==> src/rtl/core/tclt_pkg.sv <==
// ----------------------------------------------------------------------------
// Touch contact tracker package
// Shared types, constants and codes for the touch contact tracker.
// ----------------------------------------------------------------------------
package tclt_pkg;

    localparam int MAX_CONTACTS = 16;
    localparam int IDX_W        = (MAX_CONTACTS > 1) ? $clog2(MAX_CONTACTS) : 1;
    localparam int CNT_W        = $clog2(MAX_CONTACTS + 1);

    localparam logic [1:0] OP_FRAME = 2'd0;
    localparam logic [1:0] OP_POINT = 2'd1;
    localparam logic [1:0] OP_TICK  = 2'd2;

    localparam logic [1:0] PHASE_NEW     = 2'd0;
    localparam logic [1:0] PHASE_MOVED   = 2'd1;
    localparam logic [1:0] PHASE_MISSING = 2'd2;

    localparam logic [1:0] ACT_DOWN   = 2'd0;
    localparam logic [1:0] ACT_UPDATE = 2'd1;
    localparam logic [1:0] ACT_UP     = 2'd2;

    localparam logic [1:0] CFG_LEFT   = 2'd0;
    localparam logic [1:0] CFG_RIGHT  = 2'd1;
    localparam logic [1:0] CFG_TOP    = 2'd2;
    localparam logic [1:0] CFG_BOTTOM = 2'd3;

    localparam logic signed [15:0] RESET_LEFT   = 16'sd0;
    localparam logic signed [15:0] RESET_RIGHT  = 16'sd1919;
    localparam logic signed [15:0] RESET_TOP    = 16'sd0;
    localparam logic signed [15:0] RESET_BOTTOM = 16'sd1079;

    typedef struct packed {
        logic [1:0]         opcode;
        logic [31:0]        touch_id;
        logic signed [15:0] pixel_x;
        logic signed [15:0] pixel_y;
    } in_item_t;

    typedef struct packed {
        logic [7:0]         pointer_id;
        logic signed [15:0] report_x;
        logic signed [15:0] report_y;
        logic [1:0]         action;
        logic               last;
    } out_item_t;

    typedef struct packed {
        logic [31:0]        ident;
        logic signed [15:0] x;
        logic signed [15:0] y;
        logic [1:0]         phase;
        logic               sent_down;
        logic               sent_up;
    } entry_t;

    typedef struct packed {
        logic signed [15:0] left;
        logic signed [15:0] right;
        logic signed [15:0] top;
        logic signed [15:0] bottom;
    } bounds_t;

    typedef struct packed {
        logic             step;
        logic             push;
        logic [IDX_W-1:0] tail_idx;
        logic             append;
        logic [IDX_W-1:0] app_idx;
    } cell_ctrl_t;

    typedef struct packed {
        entry_t     entry;
        logic       keep;
        logic       match;
        logic       rep_valid;
        logic [1:0] action;
    } head_res_t;

endpackage

==> src/rtl/core/tclt_cell.sv <==
// ----------------------------------------------------------------------------
// Contact table cell
// Holds one table entry and takes its neighbor's entry, the processed head
// entry or a newly appended entry as the controller directs.
// ----------------------------------------------------------------------------
module tclt_cell
(
    input  logic                      clk,
    input  logic [tclt_pkg::IDX_W-1:0] cell_idx,
    input  tclt_pkg::cell_ctrl_t      ctrl,
    input  tclt_pkg::entry_t          neighbor,
    input  tclt_pkg::entry_t          head_proc,
    input  tclt_pkg::entry_t          app_entry,
    output tclt_pkg::entry_t          entry
);
    import tclt_pkg::*;

    entry_t entry_reg;
    entry_t entry_next;

    always_comb
    begin
        entry_next = entry_reg;
        if (ctrl.step)
        begin
            if (cell_idx < ctrl.tail_idx)
            begin
                entry_next = neighbor;
            end
            else if (cell_idx == ctrl.tail_idx && ctrl.push)
            begin
                entry_next = head_proc;
            end
        end
        else if (ctrl.append && cell_idx == ctrl.app_idx)
        begin
            entry_next = app_entry;
        end
    end

    always_ff @(posedge clk)
    begin
        entry_reg <= entry_next;
    end

    assign entry = entry_reg;

endmodule

==> src/rtl/core/tclt_head.sv <==
// ----------------------------------------------------------------------------
// Table head processor
// Applies the current request to the entry at the head of the table and
// decides whether it is kept, whether it matches and what it reports.
// ----------------------------------------------------------------------------
module tclt_head
(
    input  tclt_pkg::entry_t    entry,
    input  logic [1:0]          opcode,
    input  logic [31:0]         touch_id,
    input  logic signed [15:0]  pixel_x,
    input  logic signed [15:0]  pixel_y,
    input  logic                found,
    input  tclt_pkg::bounds_t   bounds,
    output tclt_pkg::head_res_t res
);
    import tclt_pkg::*;

    logic in_bounds;

    assign in_bounds = (entry.x >= bounds.left) && (entry.x <= bounds.right) &&
                       (entry.y >= bounds.top) && (entry.y <= bounds.bottom);

    always_comb
    begin
        res           = '0;
        res.entry     = entry;
        res.keep      = 1'b1;
        res.action    = ACT_DOWN;
        unique case (opcode)
            OP_FRAME:
            begin
                res.keep        = (entry.phase != PHASE_MISSING);
                res.entry.phase = PHASE_MISSING;
            end
            OP_POINT:
            begin
                if (!found && entry.ident == touch_id)
                begin
                    res.match       = 1'b1;
                    res.entry.x     = pixel_x;
                    res.entry.y     = pixel_y;
                    res.entry.phase = PHASE_MOVED;
                end
            end
            OP_TICK:
            begin
                if (in_bounds)
                begin
                    if (!entry.sent_down &&
                        (entry.phase == PHASE_NEW || entry.phase == PHASE_MOVED))
                    begin
                        res.rep_valid       = 1'b1;
                        res.action          = ACT_DOWN;
                        res.entry.phase     = PHASE_MOVED;
                        res.entry.sent_down = 1'b1;
                    end
                    else if (entry.phase == PHASE_MOVED)
                    begin
                        res.rep_valid = 1'b1;
                        res.action    = ACT_UPDATE;
                    end
                    else if (!entry.sent_up && entry.phase == PHASE_MISSING)
                    begin
                        res.rep_valid     = 1'b1;
                        res.action        = ACT_UP;
                        res.entry.sent_up = 1'b1;
                    end
                end
            end
            default:
            begin
                res.keep = 1'b1;
            end
        endcase
    end

endmodule

==> src/rtl/core/touch_contact_lifecycle_tracker.sv <==
// ----------------------------------------------------------------------------
// Touch contact lifecycle tracker
// Keeps an ordered table of touch contacts in a row of cells that works as a
// rotating queue, and reports down, update and up events on inject ticks.
// ----------------------------------------------------------------------------
//  Channel  Direction  Handshake             Payload
//  in       request    in_valid / in_ready   in_data (opcode, id, x, y)
//  out      report     out_valid / out_ready out_data (id, x, y, action, last)
//  cfg      write      cfg_valid / cfg_ready cfg_index, cfg_data
//
// Every request is taken in the idle state. The queue of cells then rotates
// its entries once past the head processor, one entry per step, and a final
// step closes the walk. A touch point then passes the append state and an
// inject tick the flush state; an unused opcode is only taken in idle.
// Reset empties the table and loads the default screen bounds.
// A stalled report output holds the rotation and the final report of a tick.
// ----------------------------------------------------------------------------
module touch_contact_lifecycle_tracker
(
    input  logic                clk,
    input  logic                rst_n,
    input  logic                in_valid,
    output logic                in_ready,
    input  tclt_pkg::in_item_t  in_data,
    output logic                out_valid,
    input  logic                out_ready,
    output tclt_pkg::out_item_t out_data,
    input  logic                cfg_valid,
    output logic                cfg_ready,
    input  logic [1:0]          cfg_index,
    input  logic [15:0]         cfg_data
);
    import tclt_pkg::*;

    typedef enum logic [3:0]
    {
        S_IDLE   = 4'b0001,
        S_WALK   = 4'b0010,
        S_APPEND = 4'b0100,
        S_FLUSH  = 4'b1000
    } state_t;

    state_t             state_reg, state_next;
    bounds_t            bounds_reg, bounds_next;
    logic [1:0]         op_reg, op_next;
    logic [31:0]        id_reg, id_next;
    logic signed [15:0] x_reg, x_next;
    logic signed [15:0] y_reg, y_next;
    logic [CNT_W-1:0]   len_reg, len_next;
    logic [CNT_W-1:0]   rem_reg, rem_next;
    logic               found_reg, found_next;
    logic               pend_valid_reg, pend_valid_next;
    out_item_t          pend_reg, pend_next;
    logic               out_valid_reg, out_valid_next;
    out_item_t          out_reg, out_next;

    entry_t             cells [MAX_CONTACTS];
    entry_t             app_entry;
    cell_ctrl_t         ctrl;
    head_res_t          head;
    out_item_t          rep;
    logic               out_free;
    logic               stall;
    logic [CNT_W-1:0]   tail_len;

    tclt_head u_head
    (
        .entry    (cells[0]),
        .opcode   (op_reg),
        .touch_id (id_reg),
        .pixel_x  (x_reg),
        .pixel_y  (y_reg),
        .found    (found_reg),
        .bounds   (bounds_reg),
        .res      (head)
    );

    genvar gi;
    generate
        for (gi = 0; gi < MAX_CONTACTS; gi++)
        begin : g_cell
            if (gi < MAX_CONTACTS - 1)
            begin : g_mid
                tclt_cell u_cell
                (
                    .clk       (clk),
                    .cell_idx  (IDX_W'(gi)),
                    .ctrl      (ctrl),
                    .neighbor  (cells[gi + 1]),
                    .head_proc (head.entry),
                    .app_entry (app_entry),
                    .entry     (cells[gi])
                );
            end
            else
            begin : g_end
                tclt_cell u_cell
                (
                    .clk       (clk),
                    .cell_idx  (IDX_W'(gi)),
                    .ctrl      (ctrl),
                    .neighbor  (head.entry),
                    .head_proc (head.entry),
                    .app_entry (app_entry),
                    .entry     (cells[gi])
                );
            end
        end
    endgenerate

    always_comb
    begin
        app_entry.ident     = id_reg;
        app_entry.x         = x_reg;
        app_entry.y         = y_reg;
        app_entry.phase     = PHASE_NEW;
        app_entry.sent_down = 1'b0;
        app_entry.sent_up   = 1'b0;
    end

    assign rep.pointer_id = head.entry.ident[7:0];
    assign rep.report_x   = head.entry.x;
    assign rep.report_y   = head.entry.y;
    assign rep.action     = head.action;
    assign rep.last       = 1'b0;

    assign out_free = !out_valid_reg || out_ready;
    assign stall    = head.rep_valid && pend_valid_reg && !out_free;
    assign tail_len = len_reg - CNT_W'(1);

    assign in_ready  = (state_reg == S_IDLE);
    assign cfg_ready = 1'b1;
    assign out_valid = out_valid_reg;
    assign out_data  = out_reg;

    always_comb
    begin
        state_next      = state_reg;
        bounds_next     = bounds_reg;
        op_next         = op_reg;
        id_next         = id_reg;
        x_next          = x_reg;
        y_next          = y_reg;
        len_next        = len_reg;
        rem_next        = rem_reg;
        found_next      = found_reg;
        pend_valid_next = pend_valid_reg;
        pend_next       = pend_reg;
        out_valid_next  = out_valid_reg && !out_ready;
        out_next        = out_reg;
        ctrl            = '0;
        ctrl.tail_idx   = tail_len[IDX_W-1:0];
        ctrl.app_idx    = len_reg[IDX_W-1:0];

        if (cfg_valid)
        begin
            unique case (cfg_index)
                CFG_LEFT:   bounds_next.left   = cfg_data;
                CFG_RIGHT:  bounds_next.right  = cfg_data;
                CFG_TOP:    bounds_next.top    = cfg_data;
                CFG_BOTTOM: bounds_next.bottom = cfg_data;
                default:    bounds_next.left   = bounds_reg.left;
            endcase
        end

        unique case (state_reg)
            S_IDLE:
            begin
                if (in_valid)
                begin
                    op_next    = in_data.opcode;
                    id_next    = in_data.touch_id;
                    x_next     = in_data.pixel_x;
                    y_next     = in_data.pixel_y;
                    rem_next   = len_reg;
                    found_next = 1'b0;
                    if (in_data.opcode == OP_FRAME || in_data.opcode == OP_POINT ||
                        in_data.opcode == OP_TICK)
                    begin
                        state_next = S_WALK;
                    end
                end
            end
            S_WALK:
            begin
                if (rem_reg == '0)
                begin
                    if (op_reg == OP_POINT)
                    begin
                        state_next = S_APPEND;
                    end
                    else if (op_reg == OP_TICK)
                    begin
                        state_next = S_FLUSH;
                    end
                    else
                    begin
                        state_next = S_IDLE;
                    end
                end
                else if (!stall)
                begin
                    ctrl.step = 1'b1;
                    ctrl.push = head.keep;
                    rem_next  = rem_reg - CNT_W'(1);
                    if (!head.keep)
                    begin
                        len_next = len_reg - CNT_W'(1);
                    end
                    if (head.match)
                    begin
                        found_next = 1'b1;
                    end
                    if (head.rep_valid)
                    begin
                        pend_next       = rep;
                        pend_valid_next = 1'b1;
                        if (pend_valid_reg)
                        begin
                            out_next       = pend_reg;
                            out_next.last  = 1'b0;
                            out_valid_next = 1'b1;
                        end
                    end
                end
            end
            S_APPEND:
            begin
                if (!found_reg && len_reg < CNT_W'(MAX_CONTACTS))
                begin
                    ctrl.append = 1'b1;
                    len_next    = len_reg + CNT_W'(1);
                end
                state_next = S_IDLE;
            end
            S_FLUSH:
            begin
                if (!pend_valid_reg)
                begin
                    state_next = S_IDLE;
                end
                else if (out_free)
                begin
                    out_next        = pend_reg;
                    out_next.last   = 1'b1;
                    out_valid_next  = 1'b1;
                    pend_valid_next = 1'b0;
                    state_next      = S_IDLE;
                end
            end
            default:
            begin
                state_next = S_IDLE;
            end
        endcase
    end

    always_ff @(posedge clk or negedge rst_n)
    begin
        if (!rst_n)
        begin
            state_reg         <= S_IDLE;
            bounds_reg.left   <= RESET_LEFT;
            bounds_reg.right  <= RESET_RIGHT;
            bounds_reg.top    <= RESET_TOP;
            bounds_reg.bottom <= RESET_BOTTOM;
            len_reg           <= '0;
            rem_reg           <= '0;
            found_reg         <= 1'b0;
            pend_valid_reg    <= 1'b0;
            out_valid_reg     <= 1'b0;
        end
        else
        begin
            state_reg      <= state_next;
            bounds_reg     <= bounds_next;
            len_reg        <= len_next;
            rem_reg        <= rem_next;
            found_reg      <= found_next;
            pend_valid_reg <= pend_valid_next;
            out_valid_reg  <= out_valid_next;
        end
    end

    always_ff @(posedge clk)
    begin
        op_reg   <= op_next;
        id_reg   <= id_next;
        x_reg    <= x_next;
        y_reg    <= y_next;
        pend_reg <= pend_next;
        out_reg  <= out_next;
    end

endmodule
==> config.mk <==
export PLATFORM = sky130hd
export DESIGN_NAME = touch_contact_lifecycle_tracker
export DESIGN_NICKNAME = d
export VERILOG_FILES = /design/src/rtl/core/tclt_pkg.sv /design/src/rtl/core/tclt_cell.sv /design/src/rtl/core/tclt_head.sv /design/src/rtl/core/touch_contact_lifecycle_tracker.sv
export SDC_FILE = /design/constraint.sdc
export NUM_CORES = 2
export LEC_CHECK = 0
export BUFFER_PORTS_ARGS = -buffer_cell sky130_fd_sc_hd__buf_2
export CELL_PAD_IN_SITES_DETAIL_PLACEMENT = 1
export CELL_PAD_IN_SITES_GLOBAL_PLACEMENT = 1
export CORE_ASPECT_RATIO = 1.2
export CORE_MARGIN = 3
export CORE_UTILIZATION = 52
export CTS_CLUSTER_DIAMETER = 150
export DETAILED_ROUTE_END_ITERATION = 8
export PLACE_DENSITY_LB_ADDON = 0.2
export SYNTH_ARGS = -nofsm -noshare
export SYNTH_HDL_FRONTEND = slang
export SYNTH_SLANG_ARGS = --single-unit
==> constraint.sdc <==
create_clock -name clk -period 10.2 [get_ports clk]
set_clock_uncertainty 0.1 [all_clocks]
set_input_delay 1.53 -clock clk [delete_from_list [all_inputs] [get_ports clk]]
set_output_delay 1.53 -clock clk [all_outputs]
set_load 0.005 [all_outputs]
# Word-level counts from Yosys, hierarchy flattened
# Index checks and enable logic that the tools add are counted.
[classes]
addsub = 3
n_reduce_logical = 109
mux = 128
bitwise = 4
magnitude_cmp = 21
n_eq_ne = 75
[ops]
columns = ["cell", "count"]
rows = [
  ["$mux 68", 63],
  ["$mux 43", 6],
  ["$pmux 43 s2", 1],
  ["$eq 4x4->1 const A", 16],
  ["$ne 3x1->1 const B", 16],
  ["$reduce_and 2->1", 22],
  ["$logic_and 1x1->1", 42],
  ["$reduce_bool 2->1", 19],
  ["$mux 36", 1],
  ["$mux 5", 7],
  ["$mux 34", 1],
  ["$eq 3x4->1 const A", 8],
  ["$eq 32x32->1", 1],
  ["$ge 16x16->1", 2],
  ["$le 16x16->1", 2],
  ["$lt 4x4->1 const A", 8],
  ["$mux 32", 1],
  ["$mux 4", 8],
  ["$ne 2x2->1 const B", 12],
  ["$mux 1", 23],
  ["$pmux 5 s2", 2],
  ["$mux 3", 6],
  ["$eq 2x4->1 const A", 4],
  ["$lt 3x4->1 const A", 4],
  ["29 further kinds", 65],
]
[totals]
input_bits = 89
output_inout_bits = 46
word_cells = 460
ff_bits = 1320

# Depth between registers and ports, before layout
[logic_depth]
depth_word = 16
mapped_depth = 14
depth_no_buf = 10

# Hierarchy
# From an unflattened synthesis, not the netlist that was laid out.
[unflattened]
hier_cells = 7248
hier_area_um2 = 72589.6
[by_module_without_submodules]
columns = ["module", "cells_each", "instances", "seq_area_each_um2", "area_per_inst_um2"]
rows = [
  ["tclt_cell", 406, 16, 2042.0, 3856.2],
  ["touch_contact_lifecycle_tracker", 400, 1, 6582.6, 8052.7],
  ["tclt_head", 352, 1, 0.0, 2837.7],
]

# Worst setup path after synthesis
# Ideal clock, no wire load.
[synth_path]
path_kind = "register -> register"
from = "reg bounds_reg[1] (netlist bit)"
to = "reg g_cell[15].g_end.u_cell.entry_reg (netlist bit g_cell[15].g_end.u_cell.entry[0]) (enable)"
t_arrival_ps = 7689
synth_period_minus_slack_ps = 8384
setup_ps = 595
path_stages_with_launch = 13
setup_slack_ps = 1816
required_time_ps = 9505
n_path_buf = 2
path_cell_list = "dfstp_2 > inv_1 > ha_1 > nor2b_1 > o211ai_1 > a2111oi_0 > or4b_1 > mux2i_1 > or4_1 > buf_2 > nand2_1 > buf_2 > o31ai_1"
[synth_via]
elab_chain_len = 12
word_cells_on_any_way = 13
classes_between = "1 x order compare; 1 x eq/ne; 5 x mux; 6 x reduce/logical"
[synth_lines]
columns = ["item", "line_no", "source"]
rows = [
  ["start, declared", "touch_contact_lifecycle_tracker.sv:44", "bounds_t bounds_reg, bounds_next;"],
  ["start signal, assigned", "touch_contact_lifecycle_tracker.sv:276", "bounds_reg <= bounds_next;"],
  ["$le 16x16->1 *", "tclt_head.sv:22", "(entry.y >= bounds.top) && (entry.y <= bounds.bottom);"],
  ["$logic_and 1x1->1 *", "tclt_head.sv:22", ""],
  ["$mux 3 *", "tclt_head.sv:48", "if (in_bounds)"],
  ["$mux 3 *", "tclt_head.sv:30", "unique case (opcode)"],
  ["$logic_and 1x1->1 * (2 in a row)", "touch_contact_lifecycle_tracker.sv:128", "assign stall = head.rep_valid && pend_valid_reg && !out_free;"],
  ["$mux 2 *", "touch_contact_lifecycle_tracker.sv:201", "else if (!stall)"],
  ["$mux 2 *", "touch_contact_lifecycle_tracker.sv:186", "if (rem_reg == '0)"],
  ["$mux 2 *", "touch_contact_lifecycle_tracker.sv:166", "unique case (state_reg)"],
  ["$logic_and 1x1->1", "tclt_cell.sv:30", "else if (cell_idx == ctrl.tail_idx && ctrl.push)"],
  ["$ne 3x1->1 (no source line)", "--", ""],
  ["$reduce_and 2->1 (no source line) *", "--", ""],
  ["end signal, assigned", "tclt_cell.sv:43", "entry_reg <= entry_next;"],
  ["end, declared", "tclt_cell.sv:18", "entry_t entry_reg;"],
]
# Mark *: on every way between the ends. The rest lies on a longest branch, timed or not.
# A chain may end at the register's enable or synchronous reset.

# Final worst setup path
[layout_path]
from = "reg g_cell[0].g_mid.u_cell.entry_reg (netlist bit g_cell[0].g_mid.u_cell.entry[35])"
to = "reg g_cell[13].g_mid.u_cell.entry_reg (netlist bit g_cell[13].g_mid.u_cell.entry[26]) (enable)"
[layout_via]
elab_chain_len = 14
word_cells_on_any_way = 16
classes_between = "2 x order compare; 1 x eq/ne; 5 x mux; 8 x reduce/logical"
[layout_lines]
columns = ["item", "line_no", "source"]
rows = [
  ["start, declared", "tclt_cell.sv:18", ""],
  ["start signal, assigned", "tclt_cell.sv:43", ""],
  ["$ge 16x16->1 or $le 16x16->1 (tied branches)", "tclt_head.sv:21", "assign in_bounds = (entry.x >= bounds.left) && (entry.x <= bounds.right) &&"],
  ["$logic_and 1x1->1 * (2 in a row)", "tclt_head.sv:21", ""],
  ["$logic_and 1x1->1 *", "tclt_head.sv:22", ""],
  ["$mux 3 *", "tclt_head.sv:48", ""],
  ["$mux 3 *", "tclt_head.sv:30", ""],
  ["$logic_and 1x1->1 * (2 in a row)", "touch_contact_lifecycle_tracker.sv:128", ""],
  ["$mux 2 *", "touch_contact_lifecycle_tracker.sv:201", ""],
  ["$mux 2 *", "touch_contact_lifecycle_tracker.sv:186", ""],
  ["$mux 2 *", "touch_contact_lifecycle_tracker.sv:166", ""],
  ["$logic_and 1x1->1", "tclt_cell.sv:30", ""],
  ["$ne 3x1->1 (no source line)", "--", ""],
  ["$reduce_and 2->1 (no source line) *", "--", ""],
  ["end signal, assigned", "tclt_cell.sv:43", ""],
  ["end, declared", "tclt_cell.sv:18", ""],
]
# Marked as above.

==> impl_metrics.yaml <==
clock_network:
  hold_buffers: 0
  cts_root_buf: "clkbuf_16"
  cts_sinks: 1320
  path_clk_slew_ps: 60
  h-tree-depth: 4
  numCtsBuffers: 139
  clockBufferDepth: 3
  cts_resized: 0
  cts_tree: "done"
  post-cts-setup-buffers: 0
  clock_latency_ps: 780
finish:
  ff_latch_area_um2: 39250
  fill_cells: 11520
  drive_gt1_frac: 0.1411
  final_util: 0.5780
  largest_reg_flops: 1020
  area_growth_pct: 9.433
  nets: 5079
  multi_input_area_um2: 20270
drt:
  dr.pass1.iters: 6
  ant_nets: 0
  drcViolationCount: 0
  drt-initial-drc-count: 5622
  avgViaCountPerCell: 7.109
  wire_per_inst_um: 33.10
  vias: 46660
  routed_wl_mm: 217.2
grt:
  grt_max_degree: 209
  grt_pass1_vias: 47690
  met2_usage: 0.5463
  grt_pass1_wl_mm: 319.4
  top_usage_layer: "met2"
  antenna_found_initial: 7
  grt_overflow_total: 0
  gr-usage-met3: 0.08868
  grtUsageMet1: 0.4661
  grt_usage: 0.3478
power_and_ir_drop:
  p_sw_frac: 0.3655
  p_total_w: 0.02021
  p_switching_w: 0.007385
  pwr-share-comb: 0.316
  ir_worst_vdd_mv: 0.2852
  intPower_w: 0.01282
  pwr-share-clk: 0.245
  p_per_area_nw_per_um2: 298.6
  p_leak_nw: 22.99
  pwr-share-seq: 0.439
floorplan:
  core_area_um2: 117100
  initial_utilization: 0.5282
  rows: 137
  pin_count: 135
  dieArea_um2: 123100
  dieHeight_um: 383.8
  die_w_um: 320.8
timing:
  setup_tns_ps: 0
  tightest_slew_ps: 1342
  fin_crit_ps: 6692
  rsz0062_at_grt: "false"
  fmax_mhz: 149.4
  hold_viol: 0
  slew_viol_final: 0
  finalSetupViolCount: 0
  slew_headroom: 0.09824
  period_share: 0.6561
  post-route-worst-setup-slack_ps: 3508
setup_path:
  critPathKind: "reg -> reg"
  slowest_delay_ps: 1040
  slowest_stage: "nor3_1"
  arrival_ps: 6980
  ff2ff_path_depth: 12
  ff2ff_setup_slack_ps: 3510
  worstPathRequired_ps: 10490
  r2r_start: "g_cell[0].g_mid.u_cell.entry[35]$_DFFE_PP_"
  endpoint: "g_cell[13].g_mid.u_cell.entry[26]$_DFFE_PP_"
  worstSetupStartpointType: "flip-flop"
  path_common_cell: "buf_4"
  crit_path_max_fanout: 84
  cp-end-kind: "flip-flop"
  cp-startpoint: "g_cell[0].g_mid.u_cell.entry[35]$_DFFE_PP_"
  r2r-end: "g_cell[13].g_mid.u_cell.entry[26]$_DFFE_PP_"
  path_cells: "ha_1 -> nand4_1 -> nor4_1 -> a211oi_1 -> and4_1 -> nor3_1 -> nor4_2 -> buf_4 -> nor2_4 -> buf_4 -> a32o_4 -> buf_4"
logic_synthesis:
  synthFlopType: "edfxtp_1"
  synth_top_area_share: 0.6017
  ys_warn_count: 0
  synthXorXnorAreaFrac: 0.005382
  synth-seq-cells: 1320
  netlist_top_cells_area: "edfxtp_1, a2bb2oi_1, nand2_1"
  synth_compound_area_frac: 0.1944
  synth_cell_types: 65
  syn_avg_cell_area_um2: 11.98
  synthSimpleGateAreaFrac: 0.07668
  yosys.area.top_type: "edfxtp_1"
  synth_edf_count: 1239
  yosysMostFrequentCell: "edfxtp_1"
  synthMuxAreaShare: 0.02685
  synth-async-reset-ratio: 0.06136
  synth_top_family_by_area: "compound AO/OA/AOI/OAI gates"
  synth_nets: 5326
  netlist_area_um2: 61840
  ys_seq_area_frac: 0.6348
  synth_fa_ha_area_frac: 0.01517
  syn-instance-count: 5162
  ys_top_cells_by_count: "edfxtp_1, nand2_1, a2bb2oi_1"
job:
  maxCapViolations: 0
hold_path:
  hp-class: "reg -> reg"
place:
  dp_slack_ps: 3780
  io_buffer_count: 133
  place_congestion: 0.8668
  dp_hpwl_mm: 120.3
outcome:
  status: "finished, final reports clean"
[metal layers]
layer | up-vias | part of all wire
li1 | 19340 | -
met1 | 24070 | 0.39
met2 | 2687 | 0.46
met3 | 550 | 0.11
met4 | 0 | 0.040
met5 | - | 0
[worst min-delay path by stage]
stage	start	to	slack (ps)	cells past startpoint
detailed placement	pend_reg[7]$_DFFE_PP_	out_data[7]$_DFFE_PP_	310	0
global route	pend_reg[6]$_DFFE_PP_	out_data[6]$_DFFE_PP_	330	0
global placement	pend_reg[5]$_DFFE_PP_	out_data[5]$_DFFE_PP_	300	0
CTS	pend_reg[5]$_DFFE_PP_	out_data[5]$_DFFE_PP_	320	0
finish	pend_reg[15]$_DFFE_PP_	out_data[15]$_DFFE_PP_	320	0
floorplan	pend_reg[10]$_DFFE_PP_	out_data[10]$_DFFE_PP_	300	0
[worst max-delay path, delay by kind of cell, from the launching register on]
| family | cells | cell delay (ps) |
|---|---|---|
| compound gates | 2 | 960 |
| fa+ha+maj | 1 | 450 |
| buf+inv | 3 | 1890 |
| flops | 1 | 690 |
| simple gates | 6 | 2080 |
[power groups by stage]
stage               clock network [W]  logic, W  registers, W
floorplan                           0   0.00444       0.00845
global placement                    0   0.00591       0.00887
detailed placement                  0   0.00615       0.00893
CTS                           0.00499   0.00622       0.00885
global route                  0.00520   0.00676       0.00899
finish                        0.00496   0.00638       0.00886
[logic make-up after synthesis]
logic type | after synthesis
simple gates | 1183
buf+inv | 719
flops | 1320
mux | 148
compound gates | 1678
other cells | 1
xor+xnor | 38
fa+ha+maj | 75
[cell type report]
cell class,instances,area share
Antenna cell,9,0.0003328
Sequential cell,1320,0.5801
Clock inverter,65,0.006212
Clock buffer,186,0.05730
Multi-Input combinational cell,3123,0.2995
Timing Repair Buffer,254,0.02404
Inverter,77,0.004308
Tap cell,1529,0.02827
[layout by cell type, fill, tap and decap left out, types with 28 or more instances in the layout]
master        n
o21ai_0      29
nand4_1      28
clkinv_1     35
ha_1         75
mux2_2      143
a211oi_1     66
a2bb2oi_1   481
edfxtp_1   1239
inv_1        75
a21oi_2      31
a21oi_1      37
o22ai_1     480
clkbuf_1     36
nor2_1       90
a31oi_1     452
clkbuf_16   149
dfrtp_1      64
a22o_1       32
buf_2       132
buf_4       118
xnor2_1      32
nand2_1     961
[per-stage QoR]
stage / instances / hold WS [ps] / cell area [um^2]
floorplan: 5162 / 300.3 / 61840
global placement: 6303 / 301.9 / 63350
detailed placement: 6303 / 306.2 / 63350
CTS: 6554 / 317.7 / 67650
global route: 6556 / 329.3 / 67650
finish: 6563 / 319.0 / 67670
Note: power is estimated with default switching activity, not from simulation.
